--- config.mk ---
export PLATFORM = sky130hd
export DESIGN_NAME = wmb_front
export DESIGN_NICKNAME = d
export VERILOG_FILES = /design/src/design/wmb_pkg.sv /design/src/design/wmb_front.sv
export SDC_FILE = /design/constraint.sdc
export NUM_CORES = 1
export LEC_CHECK = 0
export BUFFER_PORTS_ARGS = -buffer_cell sky130_fd_sc_hd__buf_4
export CORE_ASPECT_RATIO = 0.6
export CORE_MARGIN = 2
export CORE_UTILIZATION = 48
export DETAILED_ROUTE_END_ITERATION = 7
export HOLD_SLACK_MARGIN = 0.02
export MAX_ROUTING_LAYER = met4
export PLACE_DENSITY = 0.82
export SLEW_MARGIN = 20
export SYNTH_ARGS = -nofsm -noshare
export SYNTH_HDL_FRONTEND = slang
export SYNTH_SLANG_ARGS = --single-unit
--- constraint.sdc ---
create_clock -name i_clk -period 4.9 [get_ports i_clk]
set_input_delay 0.98 -clock i_clk [delete_from_list [all_inputs] [get_ports i_clk]]
set_output_delay 0.98 -clock i_clk [all_outputs]
set_load 0.1 [all_outputs]
--- src/design/wmb_pkg.sv ---
`default_nettype none
package wmb_pkg;

    // Channel and pixel geometry
    localparam int CHAN_W = 8;
    localparam int PIX_W  = 4 * CHAN_W;
    localparam int PIX_MAX = 255;

    // Configuration port
    localparam int CFG_DW = 11;
    localparam int RAD_W  = 3;

    localparam logic [CFG_DW-1:0] WIDTH_RST  = 11'd1024;
    localparam logic [CFG_DW-1:0] HEIGHT_RST = 11'd1024;
    localparam logic [RAD_W-1:0]  RADIUS_RST = 3'd1;
    localparam logic              MODE_RST   = 1'b0;

    typedef enum logic [1:0] {
        CFG_FRAME_WIDTH    = 2'd0,
        CFG_FRAME_HEIGHT   = 2'd1,
        CFG_WINDOW_RADIUS  = 2'd2,
        CFG_NORMALIZE_MODE = 2'd3
    } t_cfg_idx;

    // Item kinds
    localparam logic ACT_PIXEL = 1'b0;
    localparam logic ACT_FLUSH = 1'b1;

    // Depth of the job queue between front and back
    localparam int JOB_QDEPTH = 4;

    // Back end sequencer
    typedef enum logic [2:0] {
        BK_IDLE,
        BK_WALK,
        BK_DRAIN,
        BK_LOAD,
        BK_DIV,
        BK_OUT
    } t_back_state;

endpackage
`default_nettype wire

--- src/design/wmb_front.sv ---
`default_nettype none
// Front end: takes items, writes the pixel store, issues one job per due output
module wmb_front #(
    parameter int WW = 11,
    parameter int XW = 10,
    parameter int YW = 10,
    parameter int PW = 21,
    parameter int AW = 14
) (
    input  wire logic                        i_clk,
    input  wire logic                        i_rst_n,
    input  wire logic                        i_valid,
    input  wire logic                        i_action,
    input  wire logic [wmb_pkg::PIX_W-1:0]   i_pixel,
    output logic                             o_stall,
    input  wire logic                        i_restart,
    input  wire logic [WW-1:0]               i_w,
    input  wire logic [PW-1:0]               i_lag,
    input  wire logic [PW-1:0]               i_total,
    input  wire logic                        i_full,
    input  wire logic                        i_back_busy,
    output logic                             o_push,
    output logic      [1+YW+XW+AW-1:0]       o_job,
    output logic                             o_wr_en,
    output logic      [AW-1:0]               o_wr_addr,
    output logic      [wmb_pkg::PIX_W-1:0]   o_wr_data
);

    logic [PW-1:0] r_in_pos, n_in_pos;
    logic [PW-1:0] r_out_pos, n_out_pos;
    logic [YW-1:0] r_out_row, n_out_row;
    logic [XW-1:0] r_out_col, n_out_col;
    logic [AW-1:0] r_gaddr, n_gaddr;
    logic          r_hold, n_hold;
    logic          accept, due, last, col_end;

    // New frame waits until the back end has finished the previous one,
    // so its leading rows cannot overwrite store entries still to be read
    assign o_stall = i_full || r_hold;
    assign accept  = i_valid && !o_stall;
    assign due     = (r_in_pos >= i_lag);
    assign last    = (({1'b0, r_out_pos} + (PW+1)'(1)) >= {1'b0, i_total});
    assign col_end = ((WW'(r_out_col) + WW'(1)) == i_w);

    // Store write: only positions inside the frame keep data
    assign o_wr_en   = accept && (r_in_pos < i_total);
    assign o_wr_addr = r_gaddr;
    assign o_wr_data = (i_action == wmb_pkg::ACT_FLUSH) ? '0 : i_pixel;

    // Job: end-of-frame flag, output coordinates, store address of the center
    assign o_push = accept && due;
    assign o_job  = {last, r_out_row, r_out_col, r_gaddr - i_lag[AW-1:0]};

    // Frame boundary hold
    always_comb begin
        n_hold = r_hold;
        if (i_restart) begin
            n_hold = 1'b0;
        end else if (accept && due && last) begin
            n_hold = 1'b1;
        end else if (!i_back_busy) begin
            n_hold = 1'b0;
        end
    end

    // Position counters
    always_comb begin
        n_in_pos  = r_in_pos;
        n_out_pos = r_out_pos;
        n_out_row = r_out_row;
        n_out_col = r_out_col;
        n_gaddr   = r_gaddr;
        if (i_restart) begin
            n_in_pos  = '0;
            n_out_pos = '0;
            n_out_row = '0;
            n_out_col = '0;
        end else if (accept) begin
            n_gaddr = r_gaddr + AW'(1);
            if (due && last) begin
                n_in_pos  = '0;
                n_out_pos = '0;
                n_out_row = '0;
                n_out_col = '0;
            end else begin
                n_in_pos = r_in_pos + PW'(1);
                if (due) begin
                    n_out_pos = r_out_pos + PW'(1);
                    if (col_end) begin
                        n_out_col = '0;
                        n_out_row = r_out_row + YW'(1);
                    end else begin
                        n_out_col = r_out_col + XW'(1);
                    end
                end
            end
        end
    end

    always_ff @(posedge i_clk) begin
        if (!i_rst_n) begin
            r_in_pos  <= '0;
            r_out_pos <= '0;
            r_out_row <= '0;
            r_out_col <= '0;
            r_gaddr   <= '0;
            r_hold    <= 1'b0;
        end else begin
            r_in_pos  <= n_in_pos;
            r_out_pos <= n_out_pos;
            r_out_row <= n_out_row;
            r_out_col <= n_out_col;
            r_gaddr   <= n_gaddr;
            r_hold    <= n_hold;
        end
    end

endmodule
`default_nettype wire

# After elaboration in Yosys (flattened, before gate mapping)

Index checks and enable logic that the tools add are counted.

Order comparisons: 3
Reduce and logical (&&, ||, !) cells: 13
$add $sub $neg: 8
Multiplexer cells: 12
Eq/ne operators: 2
Bitwise logic cells: 2

Operators with widths:

| kind                  | number |
|---|---|
| $mux 21               | 3 |
| $mux 10               | 6 |
| $add 21x1->21 const B | 2 |
| $mux 32               | 1 |
| $add 21x1->22 const B | 1 |
| $ge 22x21->1          | 1 |
| $ge 21x21->1          | 1 |
| $lt 21x21->1          | 1 |
| $add 10x1->10 const B | 2 |
| $add 14x1->14 const B | 1 |
| $sub 14x14->14        | 1 |
| $add 10x1->11 const B | 1 |
| $eq 11x11->1          | 1 |
| $logic_and 1x1->1     | 5 |
| $reduce_and 2->1      | 2 |
| $reduce_bool 2->1     | 2 |
| $reduce_and 3->1      | 1 |
| $mux 1                | 2 |
| $ne 2x1->1 const B    | 1 |
| $not 1->1             | 2 |
| $reduce_or 2->1       | 1 |
| $logic_not 1->1       | 1 |
| $logic_or 1x1->1      | 1 |

Logic and storage cells: 46
Output and inout port bits: 84
Input port bits: 92
Register bits: 77

# Longest topological paths before layout

Gate-level depths: netlist of run 1.

Depth in word-level cells: 6
Mapped depth: 16
Depth with buffers taken out: 15

# Least setup slack after synthesis of run 1

No wires, ideal clock.

Kind: reg2out
Start point: register r_gaddr[0], in the netlist o_wr_addr[0]
End point: output o_job[12]
Stages on the path, launching flop included: 12
Arrival time: 4,425 ps
Buffers on the path: 0
Path slack: -505 ps
Path through: dfxtp_1 -> inv_1 -> ha_1 -> fa_1 -> nor2b_1 -> o21a_1 -> o21ai_0 -> a2111oi_0 -> a2111o_1 -> a21o_1 -> a21oi_1 -> xnor2_1

Word-level cells in the longest chain between the ends: 1

Ends and longest elaborated chain:

| item                     | RTL line         | RTL |
|---|---|---|
| start: declaration       | wmb_front.sv:33  | `logic [AW-1:0] r_gaddr, n_gaddr;` |
| start signal: assignment | wmb_front.sv:113 | `r_gaddr <= n_gaddr;` |
| $sub 14x14->14           | wmb_front.sv:52  | `assign o_job = {last, r_out_row, r_out_col, r_gaddr - i_lag[AW-1:0]};` |
| end: declaration         | wmb_front.sv:23  | `output logic [1+YW+XW+AW-1:0] o_job,` |

Every way passes these cells.

# Final worst setup path of run 1

Start point: register r_out_pos[0]
End point: output o_job[34]

Word-level cells in the longest chain between the ends: 2

Ends and longest elaborated chain:

| item                     | RTL line         | RTL |
|---|---|---|
| start: declaration       | wmb_front.sv:30  | `logic [PW-1:0] r_out_pos, n_out_pos;` |
| start signal: assignment | wmb_front.sv:110 | `r_out_pos <= n_out_pos;` |
| $add 21x1->22            | wmb_front.sv:42  | `assign last = (({1'b0, r_out_pos} + (PW+1)'(1)) >= {1'b0, i_total});` |
| $ge 22x21->1             | wmb_front.sv:42  |  |

Every way passes these cells.

==> results of run 1 <==
==> through the flow <==
stage / instance area [sq um] / instances
after global routing: 8240 / 1164
after CTS: 8210 / 1164
after detailed placement: 7950 / 1149
after global placement: 7950 / 1149
after floorplan: 6470 / 824
final: 8240 / 1164
==> cells by family after synthesis <==
family	share of synthesized area, %
fa+ha+maj	15.8
simple gates	27.3
compound gates	16.8
xor+xnor	10.7
flops	23.9
buf+inv	5.21
mux	0.310
==> registers in the layout, indices dropped and copies added, names as in the netlist <==
signal / count
r_hold: 1
r_out_col: 10
r_out_row: 10
r_in_pos: 21
o_wr_addr: 14
r_out_pos: 21
==> worst max path at each step <==
stage	startpoint	to	cells past startpoint
after CTS	r_out_pos[0]$_SDFFE_PP0P_	o_job[34]	13
after global routing	r_out_pos[0]$_SDFFE_PP0P_	o_job[34]	14
after floorplan	o_wr_addr[0]$_SDFFE_PN0P_	o_job[13]	10
after detailed placement	i_lag[0]	o_job[12]	12
after global placement	i_lag[0]	o_job[12]	12
final	r_out_pos[0]$_SDFFE_PP0P_	o_job[34]	14
==> layout make-up <==
cell class                 instances  share of cell area [%]
multi-input combinational        662                    56.2
clock inverter                     2                   0.121
timing repair buffer             185                    16.9
clock buffer                      13                    3.04
tap                              170                    2.58
inverter                          55                    2.51
sequential                        77                    18.7
==> synth_stat cells (3+ instances only) <==
cell and instances:
clkbuf_1 20, and2_1 15, o211ai_1 3, o2111ai_1 3, nand2_1 58, a21oi_1 52, nor3_1 12, and4_1 7
ha_1 80, nand4_1 23, and3_1 20, nor2b_1 40, o31ai_1 10, o21ai_0 29, nor2_1 76, nor4_1 5
inv_1 55, dfxtp_1 77, nand3b_1 6, o21a_1 12, a21o_1 12, a211oi_1 10, buf_2 8, or3_1 4
nand3_1 40, xor2_1 29, o21ai_1 8, nand2b_1 12, a21boi_0 3, a31oi_1 3, xnor2_1 50, or3b_2 4
==> power breakdown <==
group / switching, mW / leakage, nW / internal, mW
clock network: 0.249 / 0.129 / 0.353
registers: 0.00132 / 0.620 / 0.627
logic: 0.282 / 3.06 / 0.123
total: 0.532 / 3.81 / 1.10
==> what timing repair did <==
action                     in CTS  in global routing
setup endpoints to repair       1                 15
cloned                          0                  0
resized for setup               1                  5
pin swaps                       0                  2
setup buffers                   0                  0
==> critical path, cell delays in order, from the launching register on <==
cell and delay (ps):
dfxtp_1 400, ha_2 250, and3_1 200, nand3_1 180
buf_4 210, nor2_1 250, nand3_1 130, xnor2_1 230
ha_1 270, nand2_1 90, o21ai_0 80, a221o_1 390
a311oi_4 360, o21ai_2 140, buf_4 260
==> layer usage <==
layer  vias to the layer above  share of wire, %
met4                         0              0.51
met2                       179                40
met1                      2926                54
met3                         7               5.9
met5                         -                 0
li1                       3234                 -
==> cells in the final DEF (no fill, tap or decap), types with 23 or more instances in the layout <==
master | Yosys | layout
nor2_1 | 76 | 76
inv_1 | 55 | 55
ha_1 | 80 | 79
nand2_1 | 58 | 58
a21oi_1 | 52 | 52
nand3_1 | 40 | 40
o21ai_0 | 29 | 29
xnor2_1 | 50 | 49
nand4_1 | 23 | 23
buf_4 | 2 | 185
xor2_1 | 29 | 28
nor2b_1 | 40 | 40
dfxtp_1 | 77 | 77
==> results.yml, run 1 <==
worst_setup_path:
  r2r-end: "r_in_pos[20]$_SDFFE_PP0P_"
  start_kind: "flip-flop"
  crit_arrival_ps: 3780
  cp.required_ps: 3920
  worstSetupEndpointType: "output pin"
  crit_fanout: 5
  reg2regPathDepth: 17
  worst-setup-path-type: "reg -> out"
  reg2reg_from: "r_out_pos[0]$_SDFFE_PP0P_"
  rrSetupSlack_ps: 520
drt:
  drt_iter0_markers: 495
  drt_pre_antenna_iters: 5
  vias: 6346
  ant_nets: 0
  totalWireLength_microns: 18000
  post_drt_wl_per_cell_microns: 15.5
  vias_per_cell: 5.45
  drc_errors: 0
synthesis:
  synth_edf_count: 0
  synth_top_area_share_pct: 23.9
  ys_warn_count: 0
  yosysTopAreaCell: "dfxtp_1"
  syn_area_sq_um: 6460
  syn_area_per_cell_sq_um: 7.84
  ys_types: 62
  ys_ff_latch: 77
  synth_fp_nets: 997
  ys.flop_type: "dfxtp_1"
  synthArstFlopShare_pct: 0
  syn_inst: 824
  ys_seq_area_share_pct: 23.9
  yosys-top-cells-area: "dfxtp_1 (24%), ha_1 (15%), xnor2_1 (6.8%)"
grt:
  track_usage_pct: 25.4
  grt_busiest_layer: "met1"
  grt_pass1_vias: 5712
  grt-ovfl-total: 0
  grtUsageMet3_pct: 4.29
  grtUsageMet2_pct: 35.8
  antenna_found_initial: 0
  grt_max_degree: 48
  grt_pass1_wl_microns: 29000
  grt_use_met1_pct: 38.5
finish:
  fill_cells: 1160
  regArea_sq_um: 1540
  num_antenna_cells: 0
  fin_nets: 1163
  syn_to_final_growth_pct: 27.6
  finish.utilization_pct: 63.5
  multiInputGateArea_sq_um: 4630
  drive_gt1_share_pct: 21.8
clocking:
  cts.sinks: 77
  htreeDepth: 3
  cts_tree: "built"
  clk_pin_slew_ps: 60
  cts_max_path_buffers: 2
  ctsHoldBuffers: 0
  clkLatencyLatePin_ps: 330
  cts_buffers: 9
  cts-root-buf: "clkbuf_16"
sta:
  fmax_ghz: 0.210
  hold_slack_ps: 466
  maxSlewViolCount: 0
  min_period_ps: 4760
  hold_viol: 0
  rsz0062_at_grt: "yes"
  fin_crit_sh_pct: 97.2
  fin_ws_ps: 136
  slew_headroom_pct: 48.7
  setup_violations: 0
  fin_worst_skew_ps: 4.60
  setup_tns_ps: 0
  tightest_slew_ps: 762
floorplanning:
  initial_core_util_pct: 49.8
  rows: 32
  core-area_sq_um: 13000
  die_w_microns: 154
  pin_count: 176
  die_area_sq_um: 14400
  die_h_microns: 93.9
hold_path:
  min_from: "r_out_row[9]$_SDFFE_PP0P_"
  holdPathStages: 1
  hold_end: "r_out_row[9]$_SDFFE_PP0P_"
  hold_path_class: "reg -> reg"
power_and_ir_drop:
  irDropWorstVdd_v: 0.000144
  powerDensity_nw_per_um2: 198
  p_total_mw: 1.63
  p_leak_nw: 3.81
run:
  maxCapViolCount: 0
run_status:
  status: "finished clean"
placement:
  place.gp.congestion: 0.905
  dpl.hpwl_microns: 14400
  post-place-ws_ps: 168
  port_buffers: 175
No activity file was read; power rests on OpenSTA's default activity.
==> inputs of run 2 (changes only) <==
--- a/config.mk
+++ b/config.mk
@@ -9,6 +9,7 @@
 export CORE_ASPECT_RATIO = 0.6
 export CORE_MARGIN = 2
 export CORE_UTILIZATION = 48
+export CTS_BUF_LIST = sky130_fd_sc_hd__clkbuf_4
 export DETAILED_ROUTE_END_ITERATION = 7
 export HOLD_SLACK_MARGIN = 0.02
 export MAX_ROUTING_LAYER = met4
==> run 2 against run 1 <==
Net effect: critical path type unchanged; via count down 0.14%; worst hold slack gained 5.4 ps; worst setup slack better by 32 ps; register-to-register slack gained 50 ps; global-route usage up 0.054 points; clock power is 44% lower; non-clock buffer count unchanged; sequential power hardly changed; clock skew increased by 6.2 ps.
==> results.yml, run 2 (synthesis gave the netlist of run 1 again) <==
finish:
  fin_nets: 1163
  mostFrequentLayoutCell: "buf_4"
  drive_gt1_share_pct: 22.9
  final_cell_mix: "buf_4 (184), ha_1 (79), nor2_1 (75)"
  syn_to_final_growth_pct: 25.9
  post_layout_nonfiller_instances: 1165
  fill_cells: 1163
drt:
  drt_iter0_markers: 479
  wl_met3_microns: 1180
  drc_errors: 0
  totalWireLength_microns: 18100
  ant_nets: 0
  vias: 6337
  vias_per_cell: 5.44
  drt_pre_antenna_iters: 4
  wl_met2_microns: 7170
  post_drt_wl_per_cell_microns: 15.5
  met1_length_microns: 9630
  highest_layer: "met4"
floorplanning:
  die_w_microns: 154
  core-area_sq_um: 13000
  pin_count: 176
  rows: 32
  die_area_sq_um: 14400
  initial_core_util_pct: 49.8
  die_h_microns: 93.9
grt:
  grt_pass1_wl_microns: 28900
  grt_pass1_vias: 5676
  antenna_found_initial: 1
  track_usage_pct: 25.5
  grt-ovfl-total: 0
  grt_max_degree: 48
sta:
  setup_violations: 0
  fin_worst_skew_ps: 10.8
  setup_tns_ps: 0
  slew_headroom_pct: 50.5
  fmax_ghz: 0.211
  tightest_slew_ps: 736
  fin_ws_ps: 168
  hold_viol: 0
  fin_crit_sh_pct: 96.6
  maxSlewViolCount: 0
  min_period_ps: 4730
power_and_ir_drop:
  p_total_mw: 1.37
  powerDensity_nw_per_um2: 168
  pwr-share-clk_pct: 24.5
  irDropWorstVdd_v: 0.000126
  seqPwrFrac_pct: 45.9
  switching_share_pct: 36.8
  p_leak_nw: 3.77
  power_frac_comb_pct: 29.6
  power_switching_uw: 504
  p_int_uw: 865
placement:
  placed_cells: 1149
  dpl.hpwl_microns: 14400
  port_buffers: 175
  post-place-ws_ps: 168
  place.gp.congestion: 0.905
worst_setup_path:
  crit_fanout: 6
  worst-setup-path-type: "reg -> out"
  cp.required_ps: 3920
  start_kind: "flip-flop"
  crit_arrival_ps: 3750
  worstSetupEndpointType: "output pin"
  reg2regPathDepth: 16
clocking:
  clk_pin_slew_ps: 120
  post-cts-setup-buffers: 0
  cts_tree: "built"
  clkLatencyLatePin_ps: 440
  htreeDepth: 3
  ctsHoldBuffers: 0
  cts_max_path_buffers: 2
  cts.sinks: 77
  cts-root-buf: "clkbuf_4"
  cts_buffers: 9
hold_path:
  holdPathStages: 1
  hold_path_class: "reg -> reg"
run:
  maxCapViolCount: 0
run_status:
  status: "finished clean"
## run 2: cell count changes in the layout (fill, tap and decap cells not counted), sizes merged
cell / before / now
clkbuf: 13 / 12
clkinv: 2 / 3
diode: 0 / 1
## run 2: power by group through the flow
stage / logic (mW) / clock network [mW] / registers [mW]
floorplan: 0.272 / 0 / 0.646
finish: 0.405 / 0.336 / 0.628
global placement: 0.397 / 0 / 0.642
detailed placement: 0.403 / 0 / 0.642
global route: 0.427 / 0.372 / 0.628
CTS: 0.404 / 0.344 / 0.628
## run 2: layout make-up
type                       instances  area, sq um  area share [%]
timing repair buffer             185         1390            17.1
antenna                            1         2.50          0.0308
clock buffer                      12         90.1            1.11
tap                              170          213            2.62
multi-input combinational        662         4670            57.4
clock inverter                     3         13.8           0.169
inverter                          55          206            2.54
sequential                        77         1550            19.0
## run 2: worst paths after layout
kind,start,end,slack (ps)
worst max-delay path,r_out_pos[1]$_SDFFE_PP0P_,o_job[34],170
worst min-delay path,r_out_row[9]$_SDFFE_PP0P_,r_out_row[9]$_SDFFE_PP0P_,470
worst max register to register,r_out_pos[1]$_SDFFE_PP0P_,r_in_pos[20]$_SDFFE_PP0P_,570
worst min register to register,r_out_row[9]$_SDFFE_PP0P_,r_out_row[9]$_SDFFE_PP0P_,470
## run 2: repair_timing
item,CTS,global route
pin swaps,1,4
resized for setup,2,15
setup endpoints to repair,1,2
## run 2: critical path, stage by stage, from the launching register on
cell      delay [ps]
dfxtp_1          390
ha_2             230
and3_1           220
nand3_2          140
nor3_4           360
and2_4           230
xor2_1           150
ha_1             250
nand3_1          210
nor4_4            90
a221o_1          370
a311oi_4         300
o21ai_2          150
buf_6            210
## run 2: per-layer routing
metal  vias to the layer above  global-route usage, %
met4                         0                   4.43
li1                       3231                      -
met3                         8                   4.66
met5                         -                      -
met1                      2910                   38.5
met2                       188                   35.2
## run 2: through the flow
step / area, sq um / util (%) / hold slack, ps
6_report: 8130 / 62.7 / 472
3_5_place_dp: 7950 / 61.3 / 463
5_1_grt: 8130 / 62.7 / 486
4_1_cts: 8060 / 62.2 / 479
2_1_floorplan: 6470 / - / 453
3_3_place_gp: 7950 / 61.3 / 457
==> inputs of run 3 (changes only) <==
--- a/config.mk
+++ b/config.mk
@@ -5,11 +5,12 @@
 export SDC_FILE = /design/constraint.sdc
 export NUM_CORES = 1
 export LEC_CHECK = 0
+export ABC_AREA = 1
 export BUFFER_PORTS_ARGS = -buffer_cell sky130_fd_sc_hd__buf_4
 export CORE_ASPECT_RATIO = 0.6
 export CORE_MARGIN = 2
 export CORE_UTILIZATION = 48
-export CTS_BUF_LIST = sky130_fd_sc_hd__clkbuf_4
+export CTS_BUF_LIST = sky130_fd_sc_hd__clkbuf_8
 export DETAILED_ROUTE_END_ITERATION = 7
 export HOLD_SLACK_MARGIN = 0.02
 export MAX_ROUTING_LAYER = met4
==> run 3 against run 2 <==
Net effect: sequential power about the same; wire length rose by 5.3%; combinational power up 3%; area after synthesis rose by 3.8%; highest routed layer unchanged.
==> results.yml, run 3 <==
finish:
  fin_nets: 1384
  regArea_sq_um: 1540
  final_cell_mix: "nand2_1 (232), buf_4 (180), inv_1 (175)"
  syn_to_final_growth_pct: 25.8
  mostFrequentLayoutCell: "nand2_1"
  drive_gt1_share_pct: 19.4
  multiInputGateArea_sq_um: 4360
  fill_cells: 1294
  num_antenna_cells: 0
clocking:
  htreeDepth: 3
  cts_tree: "built"
  cts_max_path_buffers: 2
  clk_pin_slew_ps: 80
  cts_resized: 0
  ctsHoldBuffers: 0
  cts.sinks: 77
  cts_buffers: 9
  clkLatencyLatePin_ps: 370
  cts-root-buf: "clkbuf_8"
  post-cts-setup-buffers: 0
hold_path:
  hold_end: "r_hold$_SDFFE_PP0P_"
  hold_path_class: "reg -> reg"
  holdPathStages: 2
  min_from: "r_hold$_SDFFE_PP0P_"
power_and_ir_drop:
  p_total_mw: 1.69
  p_leak_nw: 4.30
  irDropWorstVdd_v: 0.000143
  powerDensity_nw_per_um2: 200
sta:
  fin_worst_skew_ps: 14.7
  tightest_slew_ps: 804
  fmax_ghz: 0.233
  hold_viol: 0
  rsz0062_at_grt: "no"
  setup_violations: 0
  setup_tns_ps: 0
  slew_headroom_pct: 46.1
  maxSlewViolCount: 0
  min_period_ps: 4300
  fin_crit_sh_pct: 87.7
drt:
  drt_iter0_markers: 602
  post_drt_wl_per_cell_microns: 13.7
  ant_nets: 0
  vias_per_cell: 5.07
  drt_pre_antenna_iters: 5
  totalWireLength_microns: 19000
  drc_errors: 0
  vias: 7057
worst_setup_path:
  rrSetupSlack_ps: 1460
  reg2reg_from: "r_out_pos[0]$_SDFFE_PP0P_"
  worst-setup-path-type: "reg -> out"
  reg2regPathDepth: 21
  crit_arrival_ps: 3320
  crit_fanout: 5
  start_kind: "flip-flop"
  r2r-end: "r_in_pos[17]$_SDFFE_PP0P_"
  worstSetupEndpointType: "output pin"
  cp.required_ps: 3920
grt:
  antenna_found_initial: 0
  grtUsageMet2_pct: 34.8
  grt_busiest_layer: "met1"
  grtUsageMet3_pct: 5.09
  grt-ovfl-total: 0
  grt_use_met1_pct: 38.9
  track_usage_pct: 25.7
  grt_pass1_vias: 6019
  grt_pass1_wl_microns: 29800
  grt_max_degree: 33
synthesis:
  synthXorXnorAreaFrac_pct: 6.65
  synthTopCellsByCount: "nand2_1 (232), inv_1 (175), nor2_1 (137), a21oi_1 (82), ha_1 (80)"
  synth_adder_area_share_pct: 15.2
  yosysTopAreaCell: "dfxtp_1"
  ys_ff_latch: 77
  ys.flop_type: "dfxtp_1"
  syn_area_sq_um: 6700
  synth_compound_area_share_pct: 11.0
  synthSimpleGateAreaFrac_pct: 32.0
  ys_warn_count: 0
  synthArstFlopShare_pct: 0
  synth_fp_nets: 1213
  syn_area_per_cell_sq_um: 6.44
  synth_edf_count: 0
  synth_top_family_by_area: "simple AND/OR/NAND/NOR gates"
  synth_top_area_share_pct: 23.0
  yosys-top-cells-area: "dfxtp_1 (23%), ha_1 (15%), nand2_1 (13%)"
  ys_seq_area_share_pct: 23.0
  post-synth-top-count-cell: "nand2_1"
  muxShareOfSynthArea_pct: 0
  syn_inst: 1040
  ys_types: 45
floorplanning:
  die_h_microns: 95.5
  initial_core_util_pct: 49.2
  pin_count: 176
  die_area_sq_um: 15000
  rows: 33
  core-area_sq_um: 13600
  die_w_microns: 157
placement:
  dpl.hpwl_microns: 15200
  place.gp.congestion: 0.957
  port_buffers: 175
run_status:
  status: "finished clean"
run:
  maxCapViolCount: 0
## run 3: cell count changes after synthesis, moves of 10 or more
cell,delta
nand2_1,+174
inv_1,+120
nor2_1,+61
nor2b_1,-40
xnor2_1,-34
a21oi_1,+30
and3_1,-19
and2_1,-15
nand2b_1,-12
a21o_1,-11
clkbuf_1,-11
a211oi_1,-10
inv_2,+10
## run 3: logic make-up (layout without fill, tap and decap cells)
| logic type | Yosys count | count (layout) |
|---|---|---|
| and+or+nand+nor | 492 | 492 |
| xor gates and xnor gates | 50 | 50 |
| DFF | 77 | 77 |
| adders and majority gates | 81 | 81 |
| buffers and inverters | 206 | 382 |
| AOI/OAI and AO/OA | 134 | 134 |
## run 3: final cells by class
class | count | share of cell area [%]
multi-input combinational | 757 | 51.7
sequential | 77 | 18.3
tap | 175 | 2.60
timing repair buffer | 180 | 16.0
inverter | 186 | 8.28
clock buffer | 9 | 1.47
clock inverter | 7 | 1.63
## run 3: per-layer routing
layer,wire length [microns],part of all wire [%]
met5,0,0
met1,9550,50
met4,206,1.1
met2,7620,40
met3,1660,8.7
## run 3: worst max-delay path: stages (launching register included)
cell and delay, ps:
dfxtp_1 410, ha_1 250, nand3_2 140, inv_2 90
nand2_1 70, nor2_1 110, nand3_1 120, nor2_1 110
nand2_1 100, nor2_2 140, xnor2_1 130, inv_1 80
ha_1 300, nand2_1 70, o21ai_0 190, a21oi_1 60
nand2_1 100, nand2_1 90, nand2_4 90, buf_4 300
## run 3: where the power goes
part | internal, mW | switching, mW | total (mW)
clock | 0.388 | 0.256 | 0.644
combinational | 0.119 | 0.297 | 0.416
sequential | 0.626 | 0.00122 | 0.627
## run 3: worst max-delay path by stage
stage | startpoint | end | cells past startpoint
after floorplan | o_wr_addr[0]$_SDFFE_PN0P_ | o_job[8] | 6
after global placement | i_lag[2] | o_job[11] | 11
after detailed placement | i_lag[2] | o_job[11] | 11
after CTS | r_out_pos[0]$_SDFFE_PP0P_ | o_job[34] | 19
after global routing | r_out_pos[0]$_SDFFE_PP0P_ | o_job[34] | 19
final | r_out_pos[0]$_SDFFE_PP0P_ | o_job[34] | 19
## run 3: per-stage QoR
step / std cells / hold slack (ps) / setup WS, ps / area [sq um] / util, %
final: 1391 / 480 / 604 / 8430 / 61.9
after detailed placement: 1375 / 468 / 752 / 8170 / 60.0
after CTS: 1391 / 478 / 653 / 8430 / 61.9
after global placement: 1375 / 458 / 805 / 8170 / 60.0
after global routing: 1391 / 505 / 345 / 8430 / 61.9
after floorplan: 1040 / 448 / 56.0 / 6710 / -
